### src/rtl/core/tpes_pkg.sv
// Package for the typed priority event stacks.
// Holds item and result structs, operation and status codes, and the
// stage-1 status struct shared by the control and top-level modules.
package tpes_pkg;

	localparam int CLASS_COUNT       = 8;
	localparam int CLASS_WIDTH       = 3;
	localparam int PAYLOAD_WIDTH     = 32;
	localparam int DEPTH_DEFAULT     = 256;
	localparam int HANDLE_W_DEFAULT  = 32;

	// operation codes
	typedef enum logic {
		OP_PUSH = 1'b0,
		OP_POP  = 1'b1
	} op_t;

	// result status codes
	typedef enum logic [1:0] {
		STAT_OK        = 2'd0,
		STAT_OVERFLOW  = 2'd1,
		STAT_UNDERFLOW = 2'd2
	} status_t;

	// one input item
	typedef struct packed {
		logic                     operation;
		logic [CLASS_WIDTH-1:0]   event_class;
		logic [PAYLOAD_WIDTH-1:0] payload;
	} item_t;

	// one result item
	typedef struct packed {
		logic [PAYLOAD_WIDTH-1:0] out_payload;
		logic [CLASS_WIDTH-1:0]   out_class;
		logic [1:0]               status;
		logic                     all_empty;
	} result_t;

	// memory access strobes from control to the stack memory
	typedef struct packed {
		logic we;
		logic re;
	} mem_ctl_t;

	// stage-1 outcome of one item, waiting on the memory read data
	typedef struct packed {
		logic                   pop_ok;
		logic [CLASS_WIDTH-1:0] cls;
		status_t                status;
		logic                   all_empty;
	} slot_t;

endpackage

### src/rtl/core/tpes_fill_ctrl.sv
// Fill counters, priority pick and memory address generation.
// Depends on tpes_pkg; drives tpes_stack_mem and the stage-1 result slot.
module tpes_fill_ctrl
	import tpes_pkg::*;
#(
	parameter int DEPTH    = DEPTH_DEFAULT,
	parameter int HANDLE_W = HANDLE_W_DEFAULT,
	parameter int ADDR_W   = 11
) (
	input  logic                clk,
	input  logic                arst_n,
	input  logic                fire,
	input  item_t               item,
	output mem_ctl_t            ctl,
	output logic [ADDR_W-1:0]   addr,
	output logic [HANDLE_W-1:0] wdata,
	output logic                valid_s1,
	output slot_t               slot_s1
);

	localparam int FILL_W = $clog2(DEPTH + 1);

	logic [FILL_W-1:0]      fill_q    [CLASS_COUNT];
	logic [FILL_W-1:0]      fill_next [CLASS_COUNT];
	logic                   pick_found;
	logic [CLASS_WIDTH-1:0] pick_cls;
	logic                   is_pop;
	logic                   push_full;
	logic                   do_push;
	logic                   do_pop;
	logic [CLASS_WIDTH-1:0] sel_cls;
	logic [FILL_W-1:0]      sel_idx;
	logic                   empty_next;
	logic                   fills_in_range;
	status_t                status_c;

	// lowest-numbered non-empty class wins
	always_comb begin
		pick_found = 1'b0;
		pick_cls   = '0;
		for (int c = CLASS_COUNT - 1; c >= 0; c--) begin
			if (fill_q[c] != '0) begin
				pick_found = 1'b1;
				pick_cls   = CLASS_WIDTH'(c);
			end
		end
	end

	assign is_pop    = (item.operation == OP_POP);
	assign push_full = (fill_q[item.event_class] == FILL_W'(DEPTH));
	assign do_push   = fire && !is_pop && !push_full;
	assign do_pop    = fire && is_pop && pick_found;

	// next fill counts and emptiness after this transfer
	always_comb begin
		for (int c = 0; c < CLASS_COUNT; c++) begin
			fill_next[c] = fill_q[c];
		end
		if (do_push) begin
			fill_next[item.event_class] = fill_q[item.event_class] + FILL_W'(1);
		end
		if (do_pop) begin
			fill_next[pick_cls] = fill_q[pick_cls] - FILL_W'(1);
		end
		empty_next = 1'b1;
		for (int c = 0; c < CLASS_COUNT; c++) begin
			if (fill_next[c] != '0) begin
				empty_next = 1'b0;
			end
		end
	end

	// memory address: class base plus index within the stack
	assign sel_cls = is_pop ? pick_cls : item.event_class;
	assign sel_idx = is_pop ? (fill_q[pick_cls] - FILL_W'(1)) : fill_q[item.event_class];
	assign addr    = ADDR_W'(ADDR_W'(sel_cls) * ADDR_W'(DEPTH)) + ADDR_W'(sel_idx);
	assign wdata   = HANDLE_W'(item.payload);
	assign ctl.we  = do_push;
	assign ctl.re  = do_pop;

	always_comb begin
		status_c = STAT_OK;
		if (fire && !is_pop && push_full) begin
			status_c = STAT_OVERFLOW;
		end else if (fire && is_pop && !pick_found) begin
			status_c = STAT_UNDERFLOW;
		end
	end

	// fill counters
	always_ff @(posedge clk or negedge arst_n) begin
		if (!arst_n) begin
			for (int c = 0; c < CLASS_COUNT; c++) begin
				fill_q[c] <= '0;
			end
		end else begin
			for (int c = 0; c < CLASS_COUNT; c++) begin
				fill_q[c] <= fill_next[c];
			end
		end
	end

	// stage-1 strobe
	always_ff @(posedge clk or negedge arst_n) begin
		if (!arst_n) begin
			valid_s1 <= 1'b0;
		end else begin
			valid_s1 <= fire;
		end
	end

	// stage-1 outcome, all but the payload, which comes from the read data
	always_ff @(posedge clk) begin
		if (fire) begin
			slot_s1.pop_ok    <= do_pop;
			slot_s1.cls       <= do_pop ? pick_cls : '0;
			slot_s1.status    <= status_c;
			slot_s1.all_empty <= empty_next;
		end
	end

	always_comb begin
		fills_in_range = 1'b1;
		for (int c = 0; c < CLASS_COUNT; c++) begin
			if (fill_q[c] > FILL_W'(DEPTH)) begin
				fills_in_range = 1'b0;
			end
		end
	end

	// no counter ever passes the stack depth
	a_fill_range: assert property (@(posedge clk) disable iff (!arst_n)
		fills_in_range)
		else $error("stack fill count beyond depth");

	// an underflow can only be reported with every stack empty
	a_underflow_empty: assert property (@(posedge clk) disable iff (!arst_n)
		valid_s1 && slot_s1.status == STAT_UNDERFLOW |-> slot_s1.all_empty)
		else $error("underflow reported with a non-empty stack");

	// a stored push leaves at least one stack non-empty
	a_push_nonempty: assert property (@(posedge clk) disable iff (!arst_n)
		do_push |=> valid_s1 && !slot_s1.all_empty && slot_s1.status == STAT_OK)
		else $error("push stored but all_empty reported");

	// memory never written and read in the same cycle
	a_mem_onehot: assert property (@(posedge clk) disable iff (!arst_n)
		$onehot0({ctl.we, ctl.re}))
		else $error("stack memory write and read together");

endmodule
### config.mk
export PLATFORM = sky130hd
export DESIGN_NAME = tpes_fill_ctrl
export DESIGN_NICKNAME = d
export VERILOG_FILES = /design/src/rtl/core/tpes_pkg.sv /design/src/rtl/core/tpes_fill_ctrl.sv
export SDC_FILE = /design/constraint.sdc
export NUM_CORES = 1
export LEC_CHECK = 0
export BUFFER_PORTS_ARGS = -buffer_cell sky130_fd_sc_hd__buf_2
export CELL_PAD_IN_SITES_DETAIL_PLACEMENT = 1
export CELL_PAD_IN_SITES_GLOBAL_PLACEMENT = 1
export CORE_MARGIN = 10
export CORE_UTILIZATION = 40
export CTS_CLUSTER_DIAMETER = 120
export DETAILED_ROUTE_END_ITERATION = 8
export PLACE_DENSITY_LB_ADDON = 0.1
export SLEW_MARGIN = 20
export SYNTH_ARGS = -nofsm -noshare
export SYNTH_HDL_FRONTEND = slang
export SYNTH_SLANG_ARGS = --single-unit
export TNS_END_PERCENT = 100
### constraint.sdc
create_clock -name clk -period 4.9 [get_ports clk]
set_input_delay 0.245 -clock clk [delete_from_list [all_inputs] [get_ports clk]]
set_output_delay 0.245 -clock clk [all_outputs]
set_load 0.02 [all_outputs]
Yosys cells after proc, flatten, opt, wreduce, memory -nomap -nowiden. Cells that the tools add are included. Widths: inputs -> output; s select.

ROM bits: 0. Register bits: 80. Memories: 0. Bits in latches: 0. Bits in writable memories: 0. Logic and storage cells: 85.

Magnitude comparators: 4. Muxes and demuxes: 34. Shift-type cells: 0. Bitwise operators: 2. Reductions and logical operators: 28. Divide/modulo/power cells: 0. Multipliers: 0. Add/sub/neg operators: 3. Eq/ne operators: 1.

Operators with widths (count): $bwmux 72 (2); $mux 72 (2); $reduce_bool 9->1 (16); $mux 9 (7); $bmux 9 s3 (2); $demux 9 s3 (2); $mux 3 (9); $add 11x9->11 (1); $add 9x1->9 const B (1); $eq 9x9->1 const B (1); $mux 1 (9); $sub 9x1->9 const B (1); $ge 4x4->1 const B (2); $logic_and 1x1->1 (8); $lt 4x1->1 const B (2); $not 3->4 (2); $reduce_or 7->1 (1); $logic_not 1->1 (3); $mux 2 (1).

Longest topological paths before layout. Gate-level depths: netlist (run 1).

Depth after elaboration: 18. Depth in mapped cells: 20.

Worst setup path after synthesis (run 1). Ideal clock, no wire load.

Path kind: input -> register. Start: input item[34] (netlist name). End: register slot_s1[0] (netlist name) (data pin). Arrival: 4.534 ns. Stages: 20. Data required time: 4.730 ns. Slack: 0.196 ns. Buffers on the path: 5. Setup time: 0.170 ns. Cells stage by stage: buf_4 > buf_2 > buf_2 > or2_2 > o221ai_1 > a221o_1 > clkbuf_1 > ha_1 > o21ai_0 > o41ai_4 > or3_1 > buf_4 > mux2_2 > nor2_1 > a21oi_1 > or4_1 > or4_1 > nor4_1 > nand4_1 > nor4_2.

RTL lines: from (decl) (line tpes_fill_ctrl.sv:13) `input item_t item,`; to (decl) (line tpes_fill_ctrl.sv:18) `output slot_t slot_s1`.

Final worst setup path (run 1).
Start: register fill_q[21] (netlist name). End: output addr[10].

Word-level cells in the longest chain between the ends: 14. Elaborated cells between the ends (all ways): 18. Classes of those cells: add/sub: 2; mux: 14; bitwise: 1; reduce/logical: 1.

Ends and longest elaborated chain: from (decl) (line tpes_fill_ctrl.sv:23) `logic [FILL_W-1:0] fill_q [CLASS_COUNT];`; from (signal, indexed assignment) (line tpes_fill_ctrl.sv:98) `fill_q[c] <= fill_next[c];`; $reduce_bool 9->1 (line tpes_fill_ctrl.sv:42) `if (fill_q[c] != '0) begin`; $mux 3 (6 in a row) (line tpes_fill_ctrl.sv:42); $not 3->4 (implied by the code) (line tpes_fill_ctrl.sv:75) `assign sel_idx = is_pop ? (fill_q[pick_cls] - FILL_W'(1)) : fill_q[item.event_class];`; $bmux 9 s3 (line tpes_fill_ctrl.sv:75); $mux 9 (implied by the code) (2 in a row) (line tpes_fill_ctrl.sv:75); $sub 9x1->9 (line tpes_fill_ctrl.sv:75); $mux 9 (line tpes_fill_ctrl.sv:75); $add 11x9->11 * (line tpes_fill_ctrl.sv:76) `assign addr = ADDR_W'(ADDR_W'(sel_cls) * ADDR_W'(DEPTH)) + ADDR_W'(sel_idx);`; to (decl) (line tpes_fill_ctrl.sv:15) `output logic [ADDR_W-1:0] addr,`.

Mark *: on every way between the ends. The rest lies on a longest branch, timed or not. The select of a mux whose other input is x is not followed.

==> run metrics, run 1 <==
final core utilization=between 50 and 60%; initial core utilization=41.16%; PortBufs=27; critical path's most frequent cell=buf_4; Clock transition at path regs=0.07 ns; Total Wirelength=roughly 37 mm; share of power burned in registers=22.6%; site row count=45; CP max-delay cell=or3b_4; CTS Buf Count=9; VDD IR-drop max=0.0003267 V; Synth Instances=approximately 700; syn avg cell area=approximately 8.9 µm²; H-tree Lvls=3; wire length per cell=around 33 µm; Die X=between 100 and 150 µm; DRC=0; share of cells above drive strength 1=between 30% and 40%; HPWL Detailed=roughly 30 mm; area delta synth->final=36.23%; endpoint type of the worst setup path=primary output; Max Fclk=about 0.21 GHz; CTS Buffer Depth=2; number of synthesized register bits=80; vias per inst=around 6.7; Final Cycle Share=98.46%; Net Sw Frac=about half; critical path peak fanout=4; 1st-pass router iterations=7; worst hold path class=input pin to async pin; Core ar.=between 15000 and 20000 µm²; run status=completed; post-route ant nets=0; RSZ-0062 raised after global routing=no; min Tclk post-route=approximately 4.8 ns; Startpoint Class=flop; clock skew=~0.010 ns; Overflow after GRT=0; crit path cell chain=nor4_4 -> buf_4 -> nand3_2 -> buf_6 -> a21oi_2 -> o21ai_1 -> buf_4 -> a22o_1 -> buf_4 -> a221o_1 -> or3b_4 -> nor3_4 -> buf_4 -> xnor2_1 -> buf_4 -> mux2i_4 -> ha_2 -> ha_1 -> xnor2_1 -> buf_4; # IOs=92; Pwr Total=around 5.4 mW; cell-internal power=between 2 and 3 mW; Clock Sinks=80; Final Hold Viols=0; Vias=around 7.6k; Critical Path AT=around 4.6 ns; setup_tns=0 ns; Die Y=roughly 150 µm; ant diodes=0; synth top area cells=dfrtp_1 29%, mux2i_1 11%, mux2_2 6.4%, buf_4 4.3%, o21ai_0 4.1%; post-synthesis sequential area ratio=32.19%; CTS Hold Bufs=0; Req. time, crit path=about 4.7 ns; Netlist cell types=approximately 70; Max stage delay on crit path=0.43 ns; slack of the critical path=approximately 0.076 ns; leak pwr=3.975 nW; placed cell areas=roughly 8000 µm²; Top FF cell, synth=dfrtp_1; most common library cell in the layout ignoring fill and taps=buf_4; CP Class=flop to primary output; initial drt markers=~980; clock network power share=around 13%; worst skew pair latency=0.36 ns; largest net degree at the start of global routing=74; total track usage=33.47%; max_cap viols=0; Worst Tran Pin Value=approximately 1.3 ns; Mapped Area=6327 µm²; CTS root buffer=clkbuf_16; Fill cells=roughly 1.8k; WP depth=20; crit path buf inv count=7; CTS tree=built; routability congestion estimate=between 1 and 1.5; leading cell types in the layout, fill and taps excluded=230 x buf_4, 70 x mux2i_1, 70 x dfrtp_1, 56 x nor2_1, 54 x nand2_1; Post-Syn Nets=between 700 and 800; Synth top area share=about 29%; CP top delay family=buffers and inverters; Final nets=958; first-pass GRT wire length=between 50 and 60 mm; Logic pwr share=between 60% and 70%; pre-CTS setup slack=-0.2736 ns; DIE AREA=about 21000 µm²; Synth area leader=dfrtp_1; EDFF count, synth=7; Slew Limit Headroom=15.74%; cells on worst reg2reg path=19; initial antenna violation count=0; Sw Pwr=around 2.6 mW; final instance area=between 8000 and 9000 µm²; ys async rst share=approximately nine tenths; Power Dens Cells=about 630 nW/µm²; number of global-route vias before repair=7746; yosys warns=0; # setup viols final=0; Pins Over Slew Limit=0
==> final timing paths <==
check / from / slack (ns) / end
setup / recovery: fill_q[21]$_DFF_PN0_ / 0.08 / addr[10]
hold / removal: arst_n / 0.05 / fill_q[9]$_DFF_PN0_
setup reg to reg: fill_q[21]$_DFF_PN0_ / 0.14 / slot_s1[0]$_SDFFCE_PP0P_
hold reg to reg: fill_q[5]$_DFF_PN0_ / 0.83 / fill_q[5]$_DFF_PN0_
max in group asynchronous: arst_n / 4.15 / fill_q[5]$_DFF_PN0_
min in group clk: fire / 0.21 / valid_s1$_DFF_PN0_
==> cell usage after synthesis, types with 9 or more instances <==
cell type / instances
dfrtp_1: 73
mux2i_1: 72
nor2_1: 58
nand2_1: 54
o21ai_0: 52
a21oi_1: 43
buf_4: 36
mux2_2: 36
nand3_1: 25
nor3_1: 25
clkbuf_1: 21
nor4_1: 19
xnor2_1: 13
inv_1: 11
and3_1: 10
a221o_1: 9
or4_1: 9
==> logic make-up (layout without fill, tap and decap cells) <==
logic type	after synthesis	after routing	synth area share (%)
and+or+nand+nor	244	244	19.46
AOI/OAI and AO/OA	172	172	18.03
muxes	114	114	19.93
DFF	80	80	32.19
buffers and inverters	78	287	6.921
xor gates and xnor gates	17	17	2.472
adders and majority gates	5	5	0.9887
==> per-stage QoR <==
step           instances  hold slack [ns]
2_1_floorplan        710         -0.05059
3_3_place_gp        1107           0.4418
3_5_place_dp        1107           0.4588
4_1_cts             1126          0.08189
5_1_grt             1130           0.1193
6_report            1130          0.05024
==> power groups by stage <==
stage	registers (mW)	logic, mW	clock network, mW
global placement	1.17	3.14	0
detailed placement	1.18	3.20	0
floorplan	1.13	1.33	0
global route	1.25	3.63	0.707
finish	1.23	3.53	0.679
CTS	1.20	3.27	0.680
==> metal layers <==
layer | part of all wire, % | track usage, %
met5 | 0 | 0
met4 | 7.2 | 22.45
met2 | 41 | 46.72
met1 | 39 | 42.32
met3 | 13 | 11.83
==> state kept, by name, indices dropped and copies added, names as in the netlist <==
signal and count:
fill_q 72, slot_s1 7, valid_s1 1
==> area by class of cell <==
class,instances,area [µm²],area share [%]
flip-flops and latches,80,2041,23.68
well taps,211,264.0,3.063
repair buffers,258,1894,21.98
clock inverters,6,50.05,0.5806
inverters,13,48.80,0.5661
clock buffers,10,229.0,2.656
multi-input cells,552,4093,47.48
==> repair_timing <==
action,in CTS,in global routing
pin swaps,5,7
setup buffers,3,4
setup endpoints to repair,6,4
gates resized for setup,16,32
No activity file was read; power rests on OpenSTA's default activity.
==> run 2: changes to the inputs <==
- CAP_MARGIN: unset -> 10
- clock period: 4.9 -> 4.27 ns (I/O delays scaled with it)
==> run metrics, run 2 (synthesis gave the netlist of run 1 again) <==
leading cell types in the layout, fill and taps excluded=343 x buf_4, 73 x dfrtp_1, 72 x mux2i_1, 54 x nor2_1, 53 x nand2_1; Fill cells=between 1.5k and 2k; Clock transition at path regs=roughly 0.070 ns; routability congestion estimate=between 1 and 1.5; DIE AREA=approximately 21000 µm²; Startpoint Class=flop; slack of the critical path=-0.6409 ns; Sw Pwr=about 3.3 mW; Biggest register=fill_q; # setup viols final=7; setup_tns=-2.157 ns; register area=2037 µm²; max_cap viols=0; Die Y=about 150 µm; run status=complete, but fails checks; # IOs=between 90 and 100; critical path peak fanout=7; CTS tree=built; final instance area=between 9000 and 10000 µm²; site row count=45; Slew Limit Headroom=28.03%; number of global-route vias before repair=8583; min Tclk post-route=between 4 and 5 ns; 1st-pass router iterations=5; VDD IR-drop max=0.0003644 V; Total Wirelength=approximately 40 mm; HPWL Detailed=32.14 mm; Final Cycle Share=115.0%; placed instance count=around 1.2k; CTS root buffer=clkbuf_16; CTS Buffer Depth=2; Largest register FFs=72; first-pass GRT wire length=approximately 60 mm; largest net degree at the start of global routing=74; Regs by FF count=fill_q: 72 flops, slot_s1: 7 flops, valid_s1: 1 flops; wire length per cell=32.97 µm; DRC=0; RSZ-0062 raised after global routing=yes; worst hold path class=input pin to async pin; Multi-input gate area=4229 µm²; most common library cell in the layout ignoring fill and taps=buf_4; area delta synth->final=53.87%; Net Sw Frac=47.01%; share of cells above drive strength 1=48.21%; worst skew pair latency=about 0.36 ns; post-route ant nets=0; Final Hold Viols=0; Vias=8432; Final Non-Filler Cells=about 1.2k; PortBufs=27; failing checks=setup timing; Final nets=between 1k and 1.5k; cell-internal power=about 3.7 mW; initial antenna violation count=2; placed cell areas=between 9000 and 10000 µm²; met3 routed WL=about 5.3 mm; initial drt markers=~1.1k; clock skew=approximately 0.011 ns; Logic pwr share=67.6%; Metal-1 WL=around 15 mm; H-tree Lvls=3; Critical Path AT=~5.1 ns; CTS Buf Count=9; vias per inst=approximately 6.8; Pwr Total=6.971 mW; Die X=145.8 µm; Power Dens Cells=between 700 and 800 nW/µm²; share of power burned in registers=about a fifth; Max Fclk=0.2036 GHz; CP Class=flop to flop; endpoint type of the worst setup path=flop; top layer in use=met4; Core ar.=~15000 µm²; leak pwr=4.608 nW; Overflow after GRT=0; clock network power share=about an eighth; met2 wire length=roughly 17 mm; Pins Over Slew Limit=0; Req. time, crit path=roughly 4.5 ns; initial core utilization=about two fifths; total track usage=a little under two fifths; Clock Sinks=80; Worst Tran Pin Value=between 1 and 1.5 ns
-- run 2: changes by cell type in the layout (fill, tap and decap cells not counted), moves of 5 or more --
| cell | before | now |
|---|---|---|
| nor4_2 | 5 | 10 |
| xnor2_1 | 12 | 7 |
| o21ai_0 | 50 | 45 |
| or4_4 | 1 | 6 |
| buf_4 | 230 | 343 |
| or4_1 | 8 | 3 |
-- run 2: cell type report --
| class | instances | share of cell area, % |
|---|---|---|
| multi-input combinational | 552 | 43.44 |
| timing repair buffer | 374 | 29.07 |
| sequential | 80 | 20.92 |
| tap | 211 | 2.712 |
| clock buffer | 10 | 2.352 |
| clock inverter | 6 | 0.9510 |
| inverter | 13 | 0.5012 |
| antenna | 2 | 0.05141 |
-- run 2: worst paths after layout --
check                                     start                  endpoint  slack [ns]  cells past startpoint
min in group clk                           fire  slot_s1[4]$_SDFFCE_PN0P_        0.20                      1
max in group asynchronous                arst_n        valid_s1$_DFF_PN0_        3.55                      1
min                                      arst_n       fill_q[2]$_DFF_PN0_        0.04                      1
max                        fill_q[58]$_DFF_PN0_  slot_s1[0]$_SDFFCE_PP0P_       -0.64                     17
min reg2reg                fill_q[30]$_DFF_PN0_      fill_q[30]$_DFF_PN0_        0.78                      3
max reg2reg                fill_q[58]$_DFF_PN0_  slot_s1[0]$_SDFFCE_PP0P_       -0.64                     17
-- run 2: metrics by stage --
stage / util [%] / setup WS, ns / hold slack, ns
finish: 63.34 / -0.6409 / 0.04265
global route: 63.32 / -0.6988 / 0.1139
CTS: 62.65 / -0.4796 / 0.08661
detailed placement: 58.60 / -1.038 / 0.4271
global placement: 58.60 / -0.9709 / 0.4208
floorplan: - / -0.04151 / -0.08209
-- run 2: metal layers --
metal  track usage, %  up-vias
met5                0        -
met4            22.95        0
met3            11.83      236
met2            54.78      732
met1            46.39     4161
li1                 -     3303
-- run 2: timing repair --
item / 4_1_cts / 5_1_grt
resized for setup: 51 / 15
pin swaps: 20 / 4
setup endpoints to repair: 7 / 11
setup buffers: 9 / 1
endpoints found under the hold margin: 0 / 0
hold buffers: 0 / 0
-- run 2: worst max-delay path: stages (launching register included) --
cell,delay (ns)
dfrtp_1,0.43
nor4_2,0.36
buf_4,0.20
nand3_1,0.21
nand2_1,0.18
o311a_1,0.22
buf_12,0.14
mux2_2,0.34
a211o_1,0.28
or3b_4,0.45
nor3_4,0.29
xnor2_4,0.19
buf_4,0.24
buf_4,0.13
mux2i_1,0.10
nor4_1,0.39
nand4_1,0.24
nor4_2,0.33
-- run 2: power groups by stage --
| stage | registers, mW | logic, mW | clock network, mW |
|---|---|---|---|
| 4_1_cts | 1.34 | 4.36 | 0.887 |
| 6_report | 1.37 | 4.71 | 0.892 |
| 5_1_grt | 1.39 | 4.80 | 0.921 |
| 2_1_floorplan | 1.31 | 1.59 | 0 |
| 3_5_place_dp | 1.34 | 4.12 | 0 |
| 3_3_place_gp | 1.33 | 4.02 | 0 |
==> run 3: changes to the inputs <==
- BUFFER_PORTS_ARGS: -buffer_cell sky130_fd_sc_hd__buf_2 -> -buffer_cell sky130_fd_sc_hd__buf_4
- CORE_UTILIZATION: 40 -> 48
- clock period: 4.27 -> 5.8 ns (I/O delays scaled with it)
==> run metrics, run 3 (synthesis gave the netlist of run 1 again) <==
worst hold path class=input pin to async pin; Core ar.=12770 µm²; critical path peak fanout=9; Final nets=roughly 790; H-tree Lvls=3; vias per inst=about 7.5; most common library cell in the layout ignoring fill and taps=buf_4; Max Fclk=0.1763 GHz; ant diodes=0; initial drt markers=1039; first-pass GRT wire length=48.05 mm; wire length per cell=between 30 and 40 µm; Regs by FF count=fill_q: 72 flops, slot_s1: 7 flops, valid_s1: 1 flops; HPWL Detailed=between 20 and 25 mm; Die Y=roughly 130 µm; crit path cell chain=nor3_1 -> nand3_1 -> a21oi_1 -> o311a_1 -> a21oi_1 -> a2111oi_1 -> or3b_1 -> nor3_1 -> buf_4 -> xnor2_1 -> buf_4 -> mux2i_1 -> ha_1 -> ha_1 -> xnor2_1 -> buf_4; slack of the critical path=0.1287 ns; Worst Tran Pin Value=1.153 ns; setup_tns=0 ns; Final Cycle Share=a little over nine tenths; min Tclk post-route=around 5.7 ns; Clock transition at path regs=around 0.070 ns; CP Class=flop to primary output; placed instance count=910; RSZ-0062 raised after global routing=no; initial antenna violation count=0; Critical Path AT=around 5.4 ns; # IOs=92; CTS Hold Bufs=0; initial core utilization=about 50%; PostCTS Resize Cnt=1; CTS tree=built; Reg2Reg Setup Slack=0.26 ns; clock skew=~0.013 ns; CTS Buffer Depth=2; Power Dens Cells=around 520 nW/µm²; Largest register FFs=72; Final Hold Viols=0; max_cap viols=0; CP max-delay cell=a2111oi_1; Vias=approximately 7k; critical path's most frequent cell=buf_4; post-route ant nets=0; Die X=about 130 µm; post-CTS setup repair buffer count=0; Req. time, crit path=about 5.5 ns; total track usage=between 30% and 40%; DIE AREA=18170 µm²; # setup viols final=0; number of global-route vias before repair=approximately 7k; CTS Buf Count=9; share of cells above drive strength 1=a little under a quarter; Clock Sinks=80; site row count=a little over 40; Biggest register=fill_q; Overflow after GRT=0; routability congestion estimate=between 1 and 1.5; Final Non-Filler Cells=926; area delta synth->final=13.31%; Max stage delay on crit path=approximately 0.74 ns; pre-CTS setup slack=0.3183 ns; CTS root buffer=clkbuf_16; run status=completed; PortBufs=27; Fill cells=about 1.5k; leading cell types in the layout, fill and taps excluded=93 x buf_4, 73 x dfrtp_1, 72 x mux2i_1, 58 x nor2_1, 54 x nand2_1; Pwr Total=3.757 mW; Startpoint Class=flop; VDD IR-drop max=between 0.0003 and 0.0004 V; DRC=0; 1st-pass router iterations=6; largest net degree at the start of global routing=74; worst skew pair latency=about 0.37 ns; leak pwr=between 3 and 4 nW; cells on worst reg2reg path=13; endpoint type of the worst setup path=primary output; Pins Over Slew Limit=0; Total Wirelength=between 30 and 40 mm; Slew Limit Headroom=between 20 and 25%
==> run 3: layout make-up <==
type / count / area, µm² / area share, %
multi-input cells: 552 / 3891 / 54.28
inverters: 13 / 48.80 / 0.6806
repair buffers: 93 / 698.2 / 9.738
clock inverters: 7 / 53.80 / 0.7504
flip-flops and latches: 80 / 2037 / 28.41
clock buffers: 9 / 225.2 / 3.141
well taps: 172 / 215.2 / 3.002
==> run 3: worst paths after layout <==
check,start,end
min in group clk,fire,valid_s1$_DFF_PN0_
setup / recovery,fill_q[18]$_DFF_PN0_,addr[10]
setup reg to reg,fill_q[58]$_DFF_PN0_,slot_s1[0]$_SDFFCE_PP0P_
max in group asynchronous,arst_n,fill_q[17]$_DFF_PN0_
hold / removal,arst_n,fill_q[10]$_DFF_PN0_
hold reg to reg,fill_q[64]$_DFF_PN0_,fill_q[64]$_DFF_PN0_
==> run 3: power by group <==
group	switching, mW	internal (mW)	leakage (nW)
logic	1.21	0.738	2.01
registers	0.451	0.780	0.984
clock network	0.279	0.295	0.134
==> run 3: routing by layer <==
metal	global-route usage, %	up-vias	share of wire, %
met5	0	-	0
met4	24.37	0	7.5
met3	12.39	192	14
met2	51.58	652	42
met1	44.43	3357	37
li1	-	2718	-
==> run 3: metrics by stage <==
stage          utilization, %  hold slack [ns]  area (µm²)
4_1_cts                 55.93           0.1153        7144
3_3_place_gp            53.74           0.4833        6864
2_1_floorplan               -        -0.005591        6327
5_1_grt                 56.13           0.1497        7169
3_5_place_dp            53.74           0.4960        6864
6_report                56.13          0.08712        7169
==> run 3: worst max-delay path: cells and delay by family, from the launching register on <==
kind,cells,cell delay [ns]
compound gates,4,1.60
xor+xnor,2,0.35
fa+ha+maj,2,0.41
buf+inv,3,0.52
flops,1,0.50
mux,1,0.08
simple gates,4,1.57
